==> src/rpps_pkg.sv <==
// ----------------------------------------------------------------------------
// rpps_pkg: shared types, constants and helpers of the prism position solver
// Fixed-point formats, pipeline transaction records and the CORDIC tables.
// ----------------------------------------------------------------------------
package rpps_pkg;

    // Angle width (bits per turn), code width and CORDIC depth.
    localparam int ANGLE_BITS    = 16;
    localparam int CODE_BITS     = 10;
    localparam int CORDIC_STAGES = 16;

    // Lengths carry GUARD fraction bits.
    localparam int GUARD    = 12;
    localparam int ATAN_ENTRIES = 24;
    localparam int STAGES   = (CORDIC_STAGES < ATAN_ENTRIES) ? CORDIC_STAGES : ATAN_ENTRIES;
    localparam int LEN_W    = 34;
    localparam int S_W      = 17 + GUARD;
    localparam int SQ_BITS  = S_W;
    localparam int REM_W    = SQ_BITS + 2;
    localparam int IDX_W    = 5;

    localparam int IN_UP  = (ANGLE_BITS > 16) ? ANGLE_BITS - 16 : 0;
    localparam int IN_DN  = (ANGLE_BITS < 16) ? 16 - ANGLE_BITS : 0;
    localparam int CD_DN  = (ANGLE_BITS > CODE_BITS) ? ANGLE_BITS - CODE_BITS : 0;
    localparam int CD_UP  = (CODE_BITS > ANGLE_BITS) ? CODE_BITS - ANGLE_BITS : 0;
    localparam logic [32:0] CD_RND = (CD_DN > 0) ? (33'd1 << ((CD_DN > 0) ? CD_DN - 1 : 0))
                                                 : 33'd0;

    localparam logic signed [31:0] KINV_Q30 = 32'sd652032874;

    localparam logic [ANGLE_BITS-1:0] QUARTER = ANGLE_BITS'(1) << (ANGLE_BITS - 2);
    localparam logic [ANGLE_BITS-1:0] HALF    = ANGLE_BITS'(1) << (ANGLE_BITS - 1);

    // Register indexes of the configuration port.
    localparam logic [2:0] REG_OFFSET_X   = 3'd0;
    localparam logic [2:0] REG_OFFSET_Y   = 3'd1;
    localparam logic [2:0] REG_A_STRENGTH = 3'd2;
    localparam logic [2:0] REG_B_STRENGTH = 3'd3;
    localparam logic [2:0] REG_A_ZERO     = 3'd4;
    localparam logic [2:0] REG_B_ZERO     = 3'd5;

    typedef enum logic {MODE_ROTATE, MODE_VECTOR} cordic_mode_t;

    // Side data that rides along with a transaction.
    typedef struct packed {
        logic [ANGLE_BITS-1:0] phi;
        logic [S_W-1:0]        r;
        logic                  zero;
        logic                  oor;
    } side_t;

    typedef struct packed {
        logic                  valid;
        logic [LEN_W-1:0]      x;
        logic [LEN_W-1:0]      y;
        logic [ANGLE_BITS-1:0] z;
        side_t                 side;
    } cordic_t;

    typedef struct packed {
        logic                 valid;
        logic [2*SQ_BITS-1:0] rad;
        logic [REM_W-1:0]     rem;
        logic [SQ_BITS-1:0]   root;
        side_t                side;
    } sqrt_t;

    localparam logic [31:0] ATAN_TURN32 [ATAN_ENTRIES] = '{
        32'h20000000, 32'h12E4051E, 32'h09FB385B, 32'h051111D4, 32'h028B0D43,
        32'h0145D7E1, 32'h00A2F61E, 32'h00517C55, 32'h0028BE53, 32'h00145F2F,
        32'h000A2F98, 32'h000517CC, 32'h00028BE6, 32'h000145F3, 32'h0000A2FA,
        32'h0000517D, 32'h000028BE, 32'h0000145F, 32'h00000A30, 32'h00000518,
        32'h0000028C, 32'h00000146, 32'h000000A3, 32'h00000051
    };

    // Arctangent of 2^-i rounded to the angle width.
    function automatic logic [ANGLE_BITS-1:0] atan_step(input logic [IDX_W-1:0] i);
        logic [32:0] sum;
        sum = {1'b0, ATAN_TURN32[i]} + (33'd1 << (31 - ANGLE_BITS));
        return sum[32-ANGLE_BITS +: ANGLE_BITS];
    endfunction

    // Remove the CORDIC gain, flooring.
    function automatic logic [LEN_W-1:0] degain(input logic [LEN_W-1:0] v);
        logic signed [LEN_W+31:0] prod;
        prod = $signed(v) * KINV_Q30;
        return prod[LEN_W+29:30];
    endfunction

    // 16-bit turn fraction to the angle width.
    function automatic logic [ANGLE_BITS-1:0] turn16(input logic [15:0] v);
        logic [47:0] t;
        t = ({32'd0, v} << IN_UP) >> IN_DN;
        return t[ANGLE_BITS-1:0];
    endfunction

    // Angle to position code, round half up, wrapping.
    function automatic logic [CODE_BITS-1:0] to_code(input logic [ANGLE_BITS-1:0] a);
        logic [32:0] t;
        t = ((33'(a) + CD_RND) >> CD_DN) << CD_UP;
        return t[CODE_BITS-1:0];
    endfunction

endpackage

==> src/rpps_sqrt_cell.sv <==
// ----------------------------------------------------------------------------
// rpps_sqrt_cell: one digit of an integer square root
// Brings down two radicand bits and decides one root bit per cell.
// ----------------------------------------------------------------------------
module rpps_sqrt_cell (
    input  logic            clk,
    input  logic            rst_n,
    input  logic            en,
    input  rpps_pkg::sqrt_t sin,
    output rpps_pkg::sqrt_t sout
);
    import rpps_pkg::*;

    sqrt_t sout_reg;
    sqrt_t sout_next;
    logic [REM_W+1:0] cur;
    logic [REM_W+1:0] trial;

    // Trial subtraction of (4 * root + 1).
    always_comb
    begin
        cur   = {sin.rem, sin.rad[2*SQ_BITS-1 -: 2]};
        trial = {2'b00, sin.root, 2'b01};
        sout_next     = sin;
        sout_next.rad = {sin.rad[2*SQ_BITS-3:0], 2'b00};
        if (cur >= trial)
        begin
            sout_next.rem  = REM_W'(cur - trial);
            sout_next.root = {sin.root[SQ_BITS-2:0], 1'b1};
        end
        else
        begin
            sout_next.rem  = REM_W'(cur);
            sout_next.root = {sin.root[SQ_BITS-2:0], 1'b0};
        end
    end

    // Stage register.
    always_ff @(posedge clk or negedge rst_n)
    begin
        if (!rst_n)
        begin
            sout_reg.valid <= 1'b0;
        end
        else if (en)
        begin
            sout_reg <= sout_next;
        end
    end

    assign sout = sout_reg;

endmodule

==> config.mk <==
export PLATFORM = sky130hd
export DESIGN_NAME = rpps_sqrt_cell
export DESIGN_NICKNAME = d
export VERILOG_FILES = /design/src/rpps_pkg.sv /design/src/rpps_sqrt_cell.sv
export SDC_FILE = /design/constraint.sdc
export NUM_CORES = 1
export LEC_CHECK = 0
export ABC_AREA = 1
export BUFFER_PORTS_ARGS = -buffer_cell sky130_fd_sc_hd__buf_4
export CAP_MARGIN = 10
export CORE_AREA = 5 5 156 158
export CTS_CLUSTER_SIZE = 14
export DETAILED_ROUTE_END_ITERATION = 12
export DIE_AREA = 0 0 161 163
export GPL_ROUTABILITY_DRIVEN = 0
export GPL_TIMING_DRIVEN = 0
export PLACE_DENSITY = 0.61
export SKIP_LAST_GASP = 1
export SLEW_MARGIN = 30
export SYNTH_ARGS = -nofsm -noshare
export SYNTH_HDL_FRONTEND = slang
export SYNTH_SLANG_ARGS = --single-unit
==> constraint.sdc <==
create_clock -name clk -period 0.8 [get_ports clk]
set_input_delay 0.04 -clock clk [delete_from_list [all_inputs] [get_ports clk]]
set_output_delay 0.04 -clock clk [all_outputs]
set_load 0.02 [all_outputs]
==> impl_metrics.toml, run 1 <==
[run]
maxCapViolations = 0

[routing]
antenna_left = 0
drc = 0
wl_um = 31700
first_pass_iters = 5
drt_iter0_drc = 436
wire_per_inst_um = 18.9
vias_per_cell = 4.63
vias = 7741

[final_layout]
stdcell_area_mm2 = 0.0155
largest_reg_flops = 164
diodes = 0
nNetsFinal = 1570
final_layout_size_suffix_gt1_share_pct = 46.6
area_growth_syn_to_layout_pct = 97.6
fin_util_pct = 67.5

[floorplan]
die_height_um = 163
rows = 56
die_area_mm2 = 0.0262
die_w_um = 161
initial_core_util_pct = 34.2
io-pin-count = 335
core_area_mm2 = 0.0230

[yosys]
synth_top_area_cell = "edfxtp_1"
yosysMostFrequentCell = "nand2_1"
ys.flop_type = "edfxtp_1"
ys_seq_area_share_pct = 62.7
synth.area.top_cells = "edfxtp_1 (62%), nand2_1 (14%), inv_1 (6.6%)"
syn_inst = 788
synth_cell_types = 28
yosysWarnings = 0
netlist_area_mm2 = 0.00785
ys_async_sr_fraction_pct = 0.610
synth-seq-cells = 164
synth_edf_count = 163
synthTopCellsByCount = "nand2_1 (294), edfxtp_1 (163), inv_1 (139), nand3_1 (38), nor2_1 (34)"
avgSynthCellArea_um2 = 9.97
synth_top_area_share_pct = 62.3

[status]
violations = "negative setup slack"
status = "finished with violations"

[sta]
hold_viol = 0
timing.hold.ws_ns = 0.00169
min_period_ns = 1.38
rsz0062_at_grt = "true"
fin_crit_sh_pct = 172
worst_slack_ns = -0.576
max_freq_mhz = 726
setup_viol = 196
clock_skew_ns = 0
maxSlewViolCount = 0

[clocking]
numCtsBuffers = 17
cts_sinks = 164
clk_path_buf_depth = 2
root_buffer = "clkbuf_16"
tritoncts = "yes"
clk_latency_ns = 0.43
htreeDepth = 4
clk_pin_slew_worst_paths_ns = 0.08

[grt]
grt_start_max_net_pins = 34
grt_pass1_vias = 7865
grt.total_usage_pct = 23.0
grt_antenna_before_repair = 1
grt_pass1_wl_um = 45700
gr-total-overflow = 0

[worst_setup_path]
path_cells = "buf_4 > ha_4 > nand2_2 > nand2_1 > nand2_2 > nand2_2 > nand2_2 > nand3_4 > nand2_4 > nand2_4 > nand2_2 > nand2_4 > buf_8 > clkbuf_16 > nand2_4 > nand2_2"
critPathKind = "input port to flip-flop"
critPathMaxFanout = 5
crit_buf_inv = 3
slowest_stage = "ha_4"
cp.required_ns = 0.99
cpPeakStageDelay_ns = 0.26
crit_top_cell = "nand2_2"
path_delay_family = "simple AND/OR/NAND/NOR gates"
start_kind = "input port"
arrival_ns = 1.57
end_kind = "flip-flop"

[power_and_ir_drop]
fin_total_pwr_w = 0.0266
power_density_mw_per_mm2 = 1710
vdd_drop_max_mv = 1.26
leakage_nw = 7.06

[place]
dp_hpwl_um = 21000
placed_area_mm2 = 0.0111
port_buffers = 332

[worst_hold_path]
worstHoldPathType = "input port to flip-flop"
stage by stage:
step	TNS [ns]	worst slack, ns	cells
3_5_place_dp	-156.31	-1.23	1416
4_1_cts	-51.36	-0.526	1665
6_report	-50.77	-0.576	1673
2_1_floorplan	-363.60	-2.08	789
5_1_grt	-59.13	-0.651	1673
3_3_place_gp	-587.96	-3.40	1411
report_power, final:
part	internal, W	switching (W)	leakage [nW]
clock network	0.00429	0.00405	0.293
logic	0.00389	0.00379	5.22
registers	0.0102	0.000296	1.54
total	0.0184	0.00814	7.06
cells by family (layout without fill, tap and decap cells):
family,Yosys count,in the layout,share of synthesized area [%]
other cells,1,2,0.0478
simple gates,404,404,21.2
compound gates,24,24,1.59
buf+inv,149,743,7.82
xor+xnor,14,14,1.56
flops,164,164,62.7
fa+ha+maj,31,31,4.94
mux,1,1,0.143
cell usage in the layout, fill, tap and decap left out, drive strengths merged:
master and n:
buf 399, nand2 300, dlygate4sd3 165, edfxtp 163
inv 146, nand3 39, nor2 37, ha 31
clkbuf 21, a21oi 19, xor2 13, and2 9
nand3b 8, nor3 8, clkinv 7, nand4 3
bufbuf 3, o21ai 3, clkinvlp 2, conb 2
a211oi 1, xnor2 1, o21bai 1, mux2 1
dfrtp 1
cell type report:
class | instances | area, um2
timing repair inverter | 1 | 7.51
fill | 1684 | 7470
multi-input combinational | 476 | 3350
sequential | 164 | 4920
clock inverter | 14 | 158
timing repair buffer | 563 | 5620
clock buffer | 18 | 439
tap | 290 | 363
buffer | 7 | 90.1
inverter | 140 | 569
metal layers:
| metal | vias up | wire length (um) | track usage, % |
|---|---|---|---|
| met5 | - | 13 | 0 |
| met4 | 2 | 1330 | 10.2 |
| met3 | 69 | 2310 | 5.95 |
| met2 | 318 | 16300 | 41.1 |
| met1 | 3650 | 11700 | 25.9 |
| li1 | 3702 | - | - |
repair_timing:
item,in CTS,in global routing
hold buffers,165,0
buffers inserted,46,7
pin swaps,57,36
gates resized for setup,316,114
gates cloned,7,3
endpoints found under the hold margin,163,0
endpoints found under the setup margin,352,196
tightest hold or removal path: cells and delay by family:
family,cells,cell delay [ns]
AO/OA/AOI/OAI,1,0.11
buffers and inverters,2,0.17
worst paths after layout:
check,start,end,slack (ns),cells past startpoint
max in group asynchronous,rst_n,sout[165],0.18,3
hold / removal,sin[164],sout[77],0.002,3
setup / recovery,sin[76],sout[82],-0.58,16
min in group asynchronous,rst_n,sout[165],0.50,3
setup reg to reg,sout[165],sout[165],0.02,1
hold reg to reg,sout[165],sout[165],0.54,1
No activity file was read; power rests on OpenSTA's default activity.
==> run 2: changes to the inputs <==
Settings changed: BUFFER_PORTS_ARGS -buffer_cell sky130_fd_sc_hd__buf_4 to -buffer_cell sky130_fd_sc_hd__buf_2, PLACE_DENSITY 0.61 to 0.64.
Clock period 0.8 ns to 1.1 ns, I/O delays scaled along.
==> impl_metrics.toml, run 2 (same netlist as run 1, synthesis figures left out) <==
[routing]
vias_per_cell = 4.59
drc = 0
vias = 7692
wire_per_inst_um = 17.8
antenna_left = 0
drt_iter0_drc = 656
wl_um = 29800
first_pass_iters = 6

[clocking]
root_buffer = "clkbuf_16"
cts_sinks = 164
htreeDepth = 4
numCtsBuffers = 17
clk_path_buf_depth = 2
tritoncts = "yes"
clk_pin_slew_worst_paths_ns = 0.07
clk_latency_ns = 0.42

[grt]
grt_antenna_before_repair = 4
grt_pass1_wl_um = 44300
grt_start_max_net_pins = 35
gr-total-overflow = 0
grt.total_usage_pct = 21.9
grt_pass1_vias = 7786

[run]
maxCapViolations = 0

[sta]
max_freq_mhz = 686
worst_slack_ns = -0.357
clock_skew_ns = 0
rsz0062_at_grt = "true"
fin_crit_sh_pct = 132
min_period_ns = 1.46
fin_tns_setup_ns = -10.61
maxSlewViolCount = 0
setup_viol = 32
hold_viol = 0

[worst_hold_path]
min_from = "sin[164]"
whs_path_depth = 3
worstHoldPathType = "input port to flip-flop"
holdPathEnd = "sout[77]"

[status]
status = "finished with violations"
violations = "negative setup slack"

[power_and_ir_drop]
fin_total_pwr_w = 0.0183
leakage_nw = 6.54
vdd_drop_max_mv = 0.908
power_density_mw_per_mm2 = 1300

[worst_setup_path]
end_kind = "flip-flop"
reg2reg_depth = 1
path_cells = "buf_2 > inv_1 > ha_4 > inv_2 > nor3_4 > nand2_2 > nor3_4 > nand2_4 > nand2_4 > buf_12 > inv_12 > buf_8 > nand2_1 > nand2_1"
arrival_ns = 1.63
cp.required_ns = 1.28
r2r-end = "sout[165]"
cpPeakStageDelay_ns = 0.28
r2r_start = "sout[165]"
start_kind = "input port"
critPathKind = "input port to flip-flop"
slowest_stage = "ha_4"
critPathMaxFanout = 6
rrSetupSlack_ns = 0.36

[place]
placed_cells = 1417
dp_hpwl_um = 19900
port_buffers = 332

[final_layout]
area_growth_syn_to_layout_pct = 78.4
final_cells = 1675
nNetsFinal = 1571
layout_commonest_cell = "buf_2"
fillCellCount = 1844
largest_reg_flops = 164
final_cell_mix = "buf_2 (308), nand2_1 (202), dlygate4sd3_1 (165), edfxtp_1 (163), inv_1 (103)"
final_layout_size_suffix_gt1_share_pct = 46.8

[floorplan]
die_w_um = 161
io-pin-count = 335
die_height_um = 163
core_area_mm2 = 0.0230
die_area_mm2 = 0.0262
initial_core_util_pct = 34.2
rows = 56
run 2: critical path: cells and delay by family:
kind,cells,cell delay (ns)
buffers and inverters,6,0.50
AND/OR/NAND/NOR,7,0.78
adder cells (fa/ha/maj),1,0.28
run 2: layout make-up:
class                           instances  area, um2  share of cell area [%]
Sequential cell                       164       4920                    35.1
Timing Repair Buffer                  565       4160                    29.7
Multi-Input combinational cell        476       3320                    23.7
Inverter                              140        557                    3.98
Clock buffer                           17        425                    3.04
Tap cell                              290        363                    2.59
Clock inverter                         15        156                    1.12
Buffer                                  7        105                   0.750
Antenna cell                            1       2.50                  0.0179
run 2: metrics by stage:
stage          hold WS [ns]  worst slack, ns  utilization, %  area, um2
2_1_floorplan        -0.241            -1.80               -       8170
3_3_place_gp         -0.129            -3.07            44.4      10200
3_5_place_dp         -0.127           -0.977            44.9      10300
4_1_cts              0.0307           -0.304            59.0      13600
5_1_grt              0.0806           -0.449            60.9      14000
6_report             0.0609           -0.357            60.9      14000
run 2: worst max-delay path by stage:
stage	from	endpoint	slack [ns]
final	sin[75]	sout[97]	-0.36
after detailed placement	sin[47]	sout[97]	-0.98
after global placement	rst_n	sout[72]	-3.07
after global routing	sin[62]	sout[105]	-0.45
after floorplan	rst_n	sout[0]	-1.80
after CTS	sin[58]	sout[98]	-0.30
run 2: report_power, final:
group / internal, W / switching [W] / leakage, nW
clock network: 0.00305 / 0.00288 / 0.281
registers: 0.00743 / 0.000117 / 1.54
logic: 0.00212 / 0.00266 / 4.72
total: 0.0126 / 0.00566 / 6.54
run 2: routing by layer:
metal	part of all wire (%)	wire, um	vias up	track usage (%)
li1	-	-	3696	-
met1	37	11200	3585	24.8
met2	51	15200	332	38.5
met3	7.2	2160	73	5.90
met4	4.3	1290	6	10.5
met5	0.16	47	-	0
run 2: what timing repair did:
action / in CTS / in global routing
cloned: 4 / 1
pin swaps: 58 / 47
hold endpoints to repair: 163 / 0
buffers inserted: 49 / 11
endpoints found under the setup margin: 32 / 37
resized for setup: 161 / 105
hold buffers: 165 / 0
