<file path="config.mk">
export PLATFORM = sky130hd
export DESIGN_NAME = rpps_cordic_cell
export DESIGN_NICKNAME = d
export VERILOG_FILES = /design/src/rpps_pkg.sv /design/src/rpps_cordic_cell.sv
export SDC_FILE = /design/constraint.sdc
export NUM_CORES = 1
export LEC_CHECK = 0
export BUFFER_PORTS_ARGS = -buffer_cell sky130_fd_sc_hd__buf_2
export CAP_MARGIN = 20
export CORE_ASPECT_RATIO = 1.5
export CORE_MARGIN = 2
export CORE_UTILIZATION = 53
export CTS_CLUSTER_SIZE = 8
export DETAILED_ROUTE_END_ITERATION = 8
export PLACE_DENSITY = 0.8
export SLEW_MARGIN = 20
export SYNTH_ARGS = -nofsm -noshare
export SYNTH_HDL_FRONTEND = slang
export SYNTH_SLANG_ARGS = --single-unit
</file>
<file path="constraint.sdc">
create_clock -name clk -period 0.8 [get_ports clk]
set_input_delay 0.08 -clock clk [delete_from_list [all_inputs] [get_ports clk]]
set_output_delay 0.08 -clock clk [all_outputs]
set_load 0.1 [all_outputs]
</file>
<file path="src/rpps_pkg.sv">
// ----------------------------------------------------------------------------
// rpps_pkg: shared types, constants and helpers of the prism position solver
// Fixed-point formats, pipeline transaction records and the CORDIC tables.
// ----------------------------------------------------------------------------
package rpps_pkg;

    // Angle width (bits per turn), code width and CORDIC depth.
    localparam int ANGLE_BITS    = 16;
    localparam int CODE_BITS     = 10;
    localparam int CORDIC_STAGES = 16;

    // Lengths carry GUARD fraction bits.
    localparam int GUARD    = 12;
    localparam int ATAN_ENTRIES = 24;
    localparam int STAGES   = (CORDIC_STAGES < ATAN_ENTRIES) ? CORDIC_STAGES : ATAN_ENTRIES;
    localparam int LEN_W    = 34;
    localparam int S_W      = 17 + GUARD;
    localparam int SQ_BITS  = S_W;
    localparam int REM_W    = SQ_BITS + 2;
    localparam int IDX_W    = 5;

    localparam int IN_UP  = (ANGLE_BITS > 16) ? ANGLE_BITS - 16 : 0;
    localparam int IN_DN  = (ANGLE_BITS < 16) ? 16 - ANGLE_BITS : 0;
    localparam int CD_DN  = (ANGLE_BITS > CODE_BITS) ? ANGLE_BITS - CODE_BITS : 0;
    localparam int CD_UP  = (CODE_BITS > ANGLE_BITS) ? CODE_BITS - ANGLE_BITS : 0;
    localparam logic [32:0] CD_RND = (CD_DN > 0) ? (33'd1 << ((CD_DN > 0) ? CD_DN - 1 : 0))
                                                 : 33'd0;

    localparam logic signed [31:0] KINV_Q30 = 32'sd652032874;

    localparam logic [ANGLE_BITS-1:0] QUARTER = ANGLE_BITS'(1) << (ANGLE_BITS - 2);
    localparam logic [ANGLE_BITS-1:0] HALF    = ANGLE_BITS'(1) << (ANGLE_BITS - 1);

    // Register indexes of the configuration port.
    localparam logic [2:0] REG_OFFSET_X   = 3'd0;
    localparam logic [2:0] REG_OFFSET_Y   = 3'd1;
    localparam logic [2:0] REG_A_STRENGTH = 3'd2;
    localparam logic [2:0] REG_B_STRENGTH = 3'd3;
    localparam logic [2:0] REG_A_ZERO     = 3'd4;
    localparam logic [2:0] REG_B_ZERO     = 3'd5;

    typedef enum logic {MODE_ROTATE, MODE_VECTOR} cordic_mode_t;

    // Side data that rides along with a transaction.
    typedef struct packed {
        logic [ANGLE_BITS-1:0] phi;
        logic [S_W-1:0]        r;
        logic                  zero;
        logic                  oor;
    } side_t;

    typedef struct packed {
        logic                  valid;
        logic [LEN_W-1:0]      x;
        logic [LEN_W-1:0]      y;
        logic [ANGLE_BITS-1:0] z;
        side_t                 side;
    } cordic_t;

    typedef struct packed {
        logic                 valid;
        logic [2*SQ_BITS-1:0] rad;
        logic [REM_W-1:0]     rem;
        logic [SQ_BITS-1:0]   root;
        side_t                side;
    } sqrt_t;

    localparam logic [31:0] ATAN_TURN32 [ATAN_ENTRIES] = '{
        32'h20000000, 32'h12E4051E, 32'h09FB385B, 32'h051111D4, 32'h028B0D43,
        32'h0145D7E1, 32'h00A2F61E, 32'h00517C55, 32'h0028BE53, 32'h00145F2F,
        32'h000A2F98, 32'h000517CC, 32'h00028BE6, 32'h000145F3, 32'h0000A2FA,
        32'h0000517D, 32'h000028BE, 32'h0000145F, 32'h00000A30, 32'h00000518,
        32'h0000028C, 32'h00000146, 32'h000000A3, 32'h00000051
    };

    // Arctangent of 2^-i rounded to the angle width.
    function automatic logic [ANGLE_BITS-1:0] atan_step(input logic [IDX_W-1:0] i);
        logic [32:0] sum;
        sum = {1'b0, ATAN_TURN32[i]} + (33'd1 << (31 - ANGLE_BITS));
        return sum[32-ANGLE_BITS +: ANGLE_BITS];
    endfunction

    // Remove the CORDIC gain, flooring.
    function automatic logic [LEN_W-1:0] degain(input logic [LEN_W-1:0] v);
        logic signed [LEN_W+31:0] prod;
        prod = $signed(v) * KINV_Q30;
        return prod[LEN_W+29:30];
    endfunction

    // 16-bit turn fraction to the angle width.
    function automatic logic [ANGLE_BITS-1:0] turn16(input logic [15:0] v);
        logic [47:0] t;
        t = ({32'd0, v} << IN_UP) >> IN_DN;
        return t[ANGLE_BITS-1:0];
    endfunction

    // Angle to position code, round half up, wrapping.
    function automatic logic [CODE_BITS-1:0] to_code(input logic [ANGLE_BITS-1:0] a);
        logic [32:0] t;
        t = ((33'(a) + CD_RND) >> CD_DN) << CD_UP;
        return t[CODE_BITS-1:0];
    endfunction

endpackage

</file>
<file path="src/rpps_cordic_cell.sv">
// ----------------------------------------------------------------------------
// rpps_cordic_cell: one CORDIC micro-rotation
// Rotation or vectoring step with a registered output and side data.
// ----------------------------------------------------------------------------
module rpps_cordic_cell (
    input  logic                    clk,
    input  logic                    rst_n,
    input  logic                    en,
    input  rpps_pkg::cordic_mode_t  mode,
    input  logic [rpps_pkg::IDX_W-1:0] idx,
    input  rpps_pkg::cordic_t       cin,
    output rpps_pkg::cordic_t       cout
);
    import rpps_pkg::*;

    cordic_t cout_reg;
    cordic_t cout_next;
    logic signed [LEN_W-1:0] xs;
    logic signed [LEN_W-1:0] ys;
    logic signed [LEN_W-1:0] dx;
    logic signed [LEN_W-1:0] dy;
    logic [ANGLE_BITS-1:0]   step;
    logic                    ccw;

    // Direction decision and shift-add step.
    always_comb
    begin
        xs   = $signed(cin.x);
        ys   = $signed(cin.y);
        dx   = xs >>> idx;
        dy   = ys >>> idx;
        step = atan_step(idx);
        if (mode == MODE_ROTATE)
        begin
            ccw = ~cin.z[ANGLE_BITS-1];
        end
        else
        begin
            ccw = ys[LEN_W-1];
        end
        cout_next = cin;
        if (ccw)
        begin
            cout_next.x = xs - dy;
            cout_next.y = ys + dx;
            cout_next.z = cin.z - step;
        end
        else
        begin
            cout_next.x = xs + dy;
            cout_next.y = ys - dx;
            cout_next.z = cin.z + step;
        end
    end

    // Stage register.
    always_ff @(posedge clk or negedge rst_n)
    begin
        if (!rst_n)
        begin
            cout_reg.valid <= 1'b0;
        end
        else if (en)
        begin
            cout_reg <= cout_next;
        end
    end

    assign cout = cout_reg;

endmodule

</file>
==> key figures, run 1 <==
GRT
  • Overall Global Routing Usage: 81.5%
  • Pin count of the biggest net entering global routing: 41
  • Vias in the first global route: 26.3k
  • GR Overflow Total: 232
  • First-pass GRT wire length: 183 mm

Synthesis
  • Sequential share of the synthesized area: 26.7%
  • Netlist area before placement: 14800 um^2
  • Synthesized instance count: 1530
  • Syn Nets: 1764
  • Yosys warning count: 0
  • Yosys cell types: 99
  • Mapped Avg Cell Area: 9.69 um^2
  • Ys async rst share: 0.758%
  • Synth Flop Type: edfxtp_1
  • Number of synthesized register bits: 132
  • Post-synth EDFFs: 131

Clocking
  • Root Driver: clkbuf_16
  • Clock sink count: 132
  • H-Tree Depth: 4
  • CTS buffer count: 17
  • Clock tree buffer depth: 2

Die
  • Io pins: 273
  • Die H: 209 um
  • Starting density of the core: 53.4%
  • FP Rows: 75
  • Die W: 141 um

Place
  • Port Buf Inserts: 272
  • Final GP Congestion: 1.29
  • Area after DPL: 23300 um^2
  • Hpwl dp: 53.0 mm

Outcome
  • Last stage reached: global routing (5_1_grt)
  • Outcome: aborted with a tool error
  • Log Error: [ERROR GRT-0116] Global routing finished with congestion. Check the congestion regions in the DRC Viewer.
==> synth_stat cells, drive strengths merged (10+ instances only) <==
master  count  area [um^2]
o211ai     17          128
o21ai      82          410
edfxtp    131         3930
o21a       14          105
a21o       35          263
a221oi     11          103
nand2b     25          156
ha         90         1130
nand2     122          458
xnor2      89          780
nor2b      20          125
a21oi     121          606
inv        43          161
nor2      100          375
mux4       74         1670
and2       26          165
buf        51          354
mux2       33          379
nand3      40          200
a31oi      19          125
mux2i      66          661
nor3       32          186
xor2       60          526
and3       14         87.6
o31ai      10         98.8
clkbuf     29          109
a211oi     14          105
==> per-layer routing <==
metal | GRT overflow | GRT usage (%)
met1 | 5 | 79.9
met2 | 130 | 96.8
met3 | 1 | 69.4
met4 | 95 | 81.1
met5 | 1 | 36.3
==> per-stage QoR <==
step | worst slack, ns | setup TNS, ns | instances
CTS | -3.87 | -297.63 | 2818
detailed placement | -4.69 | -333.95 | 2670
global placement | -4.37 | -316.19 | 2670
floorplan | -3.97 | -367.46 | 1530
==> logic make-up after synthesis <==
kind of cell               after synthesis  share of synthesized area [%]
and+or+nand+nor                        436                           14.9
xor gates and xnor gates               150                           8.95
adders and majority gates               93                           8.00
buffers and inverters                  125                           4.26
DFF                                    132                           26.7
muxes                                  173                           18.3
AOI/OAI and AO/OA                      421                           18.9
==> timing repair <==
action | in CTS
hold buffers | 50
resized for setup | 179
cloned | 3
endpoints found under the setup margin | 217
setup buffers | 65
pin swaps | 95
endpoints found under the hold margin | 49
==> run 2, diff against run 1 <==
- CORE_ASPECT_RATIO: 1.5 -> default
- CORE_UTILIZATION: 53 -> 40
- CTS_CLUSTER_SIZE: 8 -> default
- PLACE_DENSITY: 0.8 -> default
- PLACE_DENSITY_LB_ADDON: default -> 0.15
- clock period: 0.8 -> 1 ns (I/O delays scaled with it)
==> run 2 against run 1 <==
The flow now finishes, with violations (negative setup slack). Synthesized cell count unchanged. Area after synthesis unchanged.
==> key figures, run 2 <==
Outcome
  • Outcome: finished with violations
  • Failing checks: negative setup slack

Critical path
  • CP max stage delay: 0.56 ns
  • Req. time, crit path: 1.20 ns
  • Crit path buffers/inverters: 4
  • CP Data Arrival Time: 4.82 ns
  • Critical-path top delay cell: mux4_2
  • R2R cell count: 1
  • CP top delay family: compound AO/OA/AOI/OAI gates
  • R2r endpoint: cout[131]
  • CP Cell Sequence: buf_16 > buf_12 > mux4_2 > mux4_2 > a221o_1 > nor2_1 > nor2_2 > and4bb_4 > or3b_4 > o21ai_2 > xor2_1 > ha_1 > buf_4 > buf_4 > a21o_1 > a21oi_1 > o21ai_1 > o41a_1 > a211oi_2 > a21oi_1 > xor2_1
  • Reg2reg start: cout[131]
  • CP Launch Type: input port
  • R2R setup slack: 0.13 ns
  • Crit Path Class: in -> reg
  • Crit Path Max Fanout: 7
  • Critical Path Sink Type: register

Min path
  • Hold Path Class: in -> reg
  • HP Start: cin[48]
  • Hold Path Stages: 2
  • Hold Path Sink: cout[48]

Synthesis
  • Post-synth top area share: 26.5% (unchanged)
  • Number of synthesized register bits: 132 (unchanged)
  • Mapped Avg Cell Area: 9.69 um^2 (unchanged)
  • Yosys cell types: 99 (unchanged)
  • Synth Flop Type: edfxtp_1
  • Yosys warning count: 0 (unchanged)
  • Sequential share of the synthesized area: 26.7% (unchanged)
  • Netlist area before placement: 14800 um^2 (unchanged)
  • Ys async rst share: 0.758% (unchanged)
  • Synthesized instance count: 1530 (unchanged)
  • Count leader, synth: edfxtp_1
  • Top cells by count, synth: edfxtp_1, nand2_1, a21oi_1
  • Most area-consuming cells after synthesis: edfxtp_1, mux4_2, ha_1, xnor2_1, mux2i_1
  • Syn Nets: 1764 (unchanged)
  • Cell taking the most area after synthesis: edfxtp_1
  • Post-synth EDFFs: 131 (unchanged)

Clocking
  • Clock tree buffer depth: 2 (unchanged)
  • CTS buffer count: 17 (unchanged)
  • Register clock-pin slew on the reported worst setup and hold paths: 0.06 ns
  • CTS tree: yes
  • H-Tree Depth: 4 (unchanged)
  • Root Driver: clkbuf_16
  • Worst-skew pair later-pin latency: 0.45 ns
  • Clock sink count: 132 (unchanged)

Finish
  • Footprint of the multi-input gates: 12100 um^2
  • Share of layout cells above drive strength 1: 58.2%
  • Final non-filler cell area: 27800 um^2
  • Number of flip-flops in the largest register: 132
  • Fillers: 2409
  • Layout net count: 2807
  • Diode count: 0
  • Leading cell type in the layout, fill and taps excluded: buf_4
  • Syn-to-layout area delta: 87.7%
  • FF/Latch Area: 3960 um^2
  • Most frequent cells in the layout: buf_4, buf_12, buf_2

GRT
  • Initial antenna violation count: 1
  • GR Overflow Total: 0
  • First-pass GRT wire length: 99.9 mm
  • Overall Global Routing Usage: 33.7%
  • Pin count of the biggest net entering global routing: 54
  • Vias in the first global route: 17.7k

STA
  • Hold WS: 0.0639 ns
  • Slew Limit Fails: 0
  • Worst-margin pin slew: 0.657 ns
  • Period minus WS final: 4.62 ns
  • Fmax: 216 MHz
  • Fin crit share: 462%
  • RSZ-0062 raised after global routing: yes
  • Final hold viol count: 0
  • Final setup margin: -3.62 ns
  • Skew final: 0 ns
  • Final setup fails: 216
  • Rel. slew slack: 55.8%

Place
  • Final GP Congestion: 1.02 (-21%)
  • Port Buf Inserts: 272 (unchanged)
  • Area after DPL: 23900 um^2 (+2.3%)
  • Hpwl dp: 50.6 mm (-4.5%)

Die
  • Core Region: 36500 um^2
  • FP Rows: 70 (-6.7%)
  • Io pins: 273 (unchanged)
  • Die W: 197 um (+40%)
  • Die H: 197 um (-5.9%)
  • Die Footprint: 38600 um^2
  • Starting density of the core: 40.6% (-13 points)

Route
  • Iteration-0 DRC Markers: 1272
  • Detailed-route vias per instance: 5.75
  • Wire per inst: 22.5 um
  • Final wirelength: 68.6 mm
  • Routed Antenna Nets: 0
  • Drc violations: 0
  • Drt first pass iters: 7
  • Via count: 17.5k

Power
  • Lkg Pwr: 12.2 nW
  • Power Density: 1610 nW/um^2
  • Design Power: 44.9 mW
  • Max rail drop VDD: 1480 uV

Run
  • Max-Cap Viols: 0
[run 2: report_power, final]
part	total, mW	internal, mW	switching [mW]
clock network	6.24	3.45	2.79
registers	8.12	7.48	0.642
logic	30.5	14.3	16.2
[run 2: routing by layer]
layer,wire (um),vias up,track usage [%]
li1,-,7971,-
met5,13,-,0
met4,2740,2,13.1
met1,27100,8585,41.8
met3,4690,171,6.07
met2,34000,817,58.2
[run 2: timing repair]
| item | in CTS | in global routing |
|---|---|---|
| hold endpoints to repair | 49 | 0 |
| setup buffers | 101 | 68 |
| hold buffers | 50 | 0 |
| endpoints found under the setup margin | 216 | 216 |
| gates resized for setup | 239 | 192 |
| cloned | 3 | 2 |
| pin swaps | 147 | 167 |
[run 2: area by class of cell]
class / instances / area share (%)
multi-input cells: 1273 / 43.5
repair buffers: 1104 / 37.4
clock buffers: 19 / 1.55
flip-flops and latches: 132 / 14.2
clock inverters: 13 / 0.454
well taps: 468 / 2.10
inverters: 45 / 0.715
[run 2: cell families after synthesis]
| kind of cell | count (synthesis) | share of synthesized area, % |
|---|---|---|
| xor gates and xnor gates | 150 | 8.95 |
| AOI/OAI and AO/OA | 421 | 18.9 |
| adders and majority gates | 93 | 8.00 |
| muxes | 173 | 18.3 |
| and+or+nand+nor | 436 | 14.9 |
| DFF | 132 | 26.7 |
| buffers and inverters | 125 | 4.26 |
[run 2: how the worst max path moves through the flow]
stage          slack (ns)  startpoint   endpoint  cells after the start
6_report            -3.62      idx[0]   cout[95]                     21
5_1_grt             -3.78      idx[0]   cout[90]                     21
4_1_cts             -3.54      idx[0]   cout[96]                     21
3_3_place_gp        -4.43      idx[0]  cout[130]                     22
3_5_place_dp        -4.51      idx[0]  cout[124]                     21
2_1_floorplan       -3.79      idx[0]  cout[130]                     25
[run 2: through the flow]
stage	std cells	setup WS, ns	utilization [%]	setup TNS, ns
floorplan	1530	-3.79	-	-304.98
global placement	2845	-4.43	65.4	-305.12
detailed placement	2845	-4.51	65.4	-310.14
CTS	3008	-3.54	72.9	-254.87
global route	3054	-3.78	76.2	-273.90
finish	3054	-3.62	76.2	-260.74
(Power assumes the default switching activity.)
==> run 3, diff against run 2 <==
- RECOVER_POWER: default -> 50
==> run 3 against run 2 <==
The run still ends with negative setup slack left. Clock-buffer cell count stayed put. Final cell count is the same. Worst setup slack lost 0.0041 ns. Wire length hardly changed. Total power is essentially flat. Non-clock buffer count stayed put. Clock power is essentially flat. Sequential power about the same. Hold slack hardly changed. Core utilization decreased by 0.14 points. Clock skew unchanged.
==> key figures, run 3 (synthesis gave the netlist of run 2 again) <==
Die
  • Die Footprint: 38600 um^2 (unchanged)
  • Starting density of the core: 40.6% (unchanged)
  • Die H: 197 um (unchanged)
  • FP Rows: 70 (unchanged)
  • Core Region: 36500 um^2 (unchanged)
  • Die W: 197 um (unchanged)
  • Io pins: 273 (unchanged)

Finish
  • Diode count: 0 (unchanged)
  • Share of layout cells above drive strength 1: 58.1% (-0.077 points)
  • Syn-to-layout area delta: 87.4%
  • Fillers: 2419 (+0.42%)
  • Number of flip-flops in the largest register: 132 (unchanged)
  • Layout net count: 2807 (unchanged)
  • Leading cell type in the layout, fill and taps excluded: buf_4
  • Most frequent cells in the layout: buf_4, buf_12, buf_2

STA
  • Rel. slew slack: 55.6% (-0.16 points)
  • Slew Limit Fails: 0 (unchanged)
  • Skew final: 0 ns (unchanged)
  • Fmax: 216 MHz (about the same)
  • Final setup margin: -3.63 ns (-0.00413 ns)
  • Final setup fails: 216 (unchanged)
  • RSZ-0062 raised after global routing: yes
  • Fin crit share: 463% (about the same)
  • Worst-margin pin slew: 0.659 ns (+0.00235 ns)
  • Final hold viol count: 0 (unchanged)
  • Period minus WS final: 4.63 ns (+0.00413 ns)

Clocking
  • CTS buffer count: 17 (unchanged)
  • H-Tree Depth: 4 (unchanged)
  • Root Driver: clkbuf_16
  • CTS tree: yes
  • Register clock-pin slew on the reported worst setup and hold paths: 0.06 ns (about the same)
  • Clock tree buffer depth: 2 (unchanged)
  • Worst-skew pair later-pin latency: 0.45 ns (about the same)
  • Clock sink count: 132 (unchanged)

Critical path
  • CP top delay family: compound AO/OA/AOI/OAI gates
  • CP max stage delay: 0.56 ns (about the same)
  • CP Cell Sequence: buf_16 > buf_12 > mux4_2 > mux4_2 > a221o_1 > nor2_1 > nor2_2 > and4bb_4 > or3b_4 > o21ai_2 > xor2_1 > ha_1 > buf_4 > buf_4 > a21o_1 > a21oi_1 > o21ai_1 > o41a_1 > a211oi_2 > a21oi_1 > xor2_1
  • R2r endpoint: cout[131]
  • R2R cell count: 1 (unchanged)
  • Reg2reg start: cout[131]
  • Crit Path Class: in -> reg
  • Crit path buffers/inverters: 4 (unchanged)
  • Critical Path Sink Type: register
  • Critical-path top delay cell: mux4_2
  • Crit Path Max Fanout: 7 (unchanged)
  • R2R setup slack: 0.13 ns (about the same)
  • CP Launch Type: input port
  • Req. time, crit path: 1.20 ns (about the same)
  • CP Data Arrival Time: 4.83 ns (about the same)

Route
  • Drt first pass iters: 6 (-1)
  • Final wirelength: 68.6 mm (about the same)
  • Drc violations: 0 (unchanged)
  • Detailed-route vias per instance: 5.76 (+0.21%)
  • Wire per inst: 22.5 um (about the same)
  • Iteration-0 DRC Markers: 1349 (+6.1%)
  • Routed Antenna Nets: 0 (unchanged)
  • Via count: 17.6k (+0.21%)

Place
  • Final GP Congestion: 1.02 (unchanged)
  • Port Buf Inserts: 272 (unchanged)
  • Hpwl dp: 50.6 mm (unchanged)
  • DP Worst Slack: -4.51 ns (unchanged)

Min path
  • Hold Path Class: in -> reg
  • Hold Path Stages: 2 (unchanged)
  • HP Start: cin[48]
  • Hold Path Sink: cout[48]

Power
  • Power Density: 1610 nW/um^2 (+0.11%)
  • Design Power: 44.9 mW (about the same)
  • Lkg Pwr: 12.2 nW (-0.16%)
  • Max rail drop VDD: 1480 uV (unchanged)

GRT
  • Vias in the first global route: 17.7k (unchanged)
  • GR Overflow Total: 0 (unchanged)
  • First-pass GRT wire length: 99.9 mm (unchanged)
  • Overall Global Routing Usage: 33.7% (unchanged)
  • Pin count of the biggest net entering global routing: 54 (unchanged)
  • Initial antenna violation count: 1 (unchanged)

Outcome
  • Outcome: finished with violations
  • Failing checks: negative setup slack

Run
  • Max-Cap Viols: 0 (unchanged)
-- run 3: cell count changes in the layout (fill, tap and decap cells not counted), sizes merged --
cell,previous run,this run
buf,1050,1046
clkbuf,21,25
-- run 3: metal layers --
metal	global-route usage (%)	routed length [um]	vias up	share of wire (%)
met5	0	13	-	0.019
met4	13.1	2760	2	4.0
met3	6.07	4820	181	7.0
met2	58.2	33900	864	49
met1	41.8	27200	8564	40
li1	-	-	7972	-
-- run 3: stage by stage --
stage	instances	hold slack (ns)	util [%]	TNS (ns)	area, um^2
6_report	3054	0.0637	76.1	-260.78	27800
2_1_floorplan	1530	-0.196	-	-304.98	15500
4_1_cts	3008	0.0484	72.9	-254.87	26600
3_3_place_gp	2845	-0.0235	65.4	-305.12	23900
5_1_grt	3054	0.0568	76.1	-273.90	27800
3_5_place_dp	2845	-0.0111	65.4	-310.14	23900
-- run 3: how the worst max path moves through the flow --
| stage | start | to | slack (ns) | depth (start not counted) |
|---|---|---|---|---|
| after floorplan | idx[0] | cout[130] | -3.79 | 25 |
| after global placement | idx[0] | cout[130] | -4.43 | 22 |
| after detailed placement | idx[0] | cout[124] | -4.51 | 21 |
| after CTS | idx[0] | cout[96] | -3.54 | 21 |
| after global routing | idx[0] | cout[90] | -3.78 | 21 |
| final | idx[0] | cout[95] | -3.63 | 21 |
-- run 3: report_power, final --
group	switching, mW	total, mW	leakage, nW	internal, mW
logic	16.2	30.5	10.6	14.3
registers	0.643	8.12	1.24	7.48
clock network	2.79	6.24	0.266	3.45
total	19.7	44.9	12.2	25.2
-- run 3: what timing repair did --
item | in CTS | in global routing
hold buffers | 50 | 0
resized for setup | 239 | 192
buffers inserted | 101 | 68
endpoints found under the hold margin | 49 | 0
pin swaps | 147 | 167
endpoints found under the setup margin | 216 | 216
cloned | 3 | 2
-- run 3: final cells by class --
class	count	area, um^2	share of cell area [%]
timing repair buffer	1104	10400	37.3
clock inverter	13	126	0.455
sequential	132	3960	14.3
tap	468	586	2.11
clock buffer	19	433	1.56
multi-input combinational	1273	12100	43.6
inverter	45	199	0.716
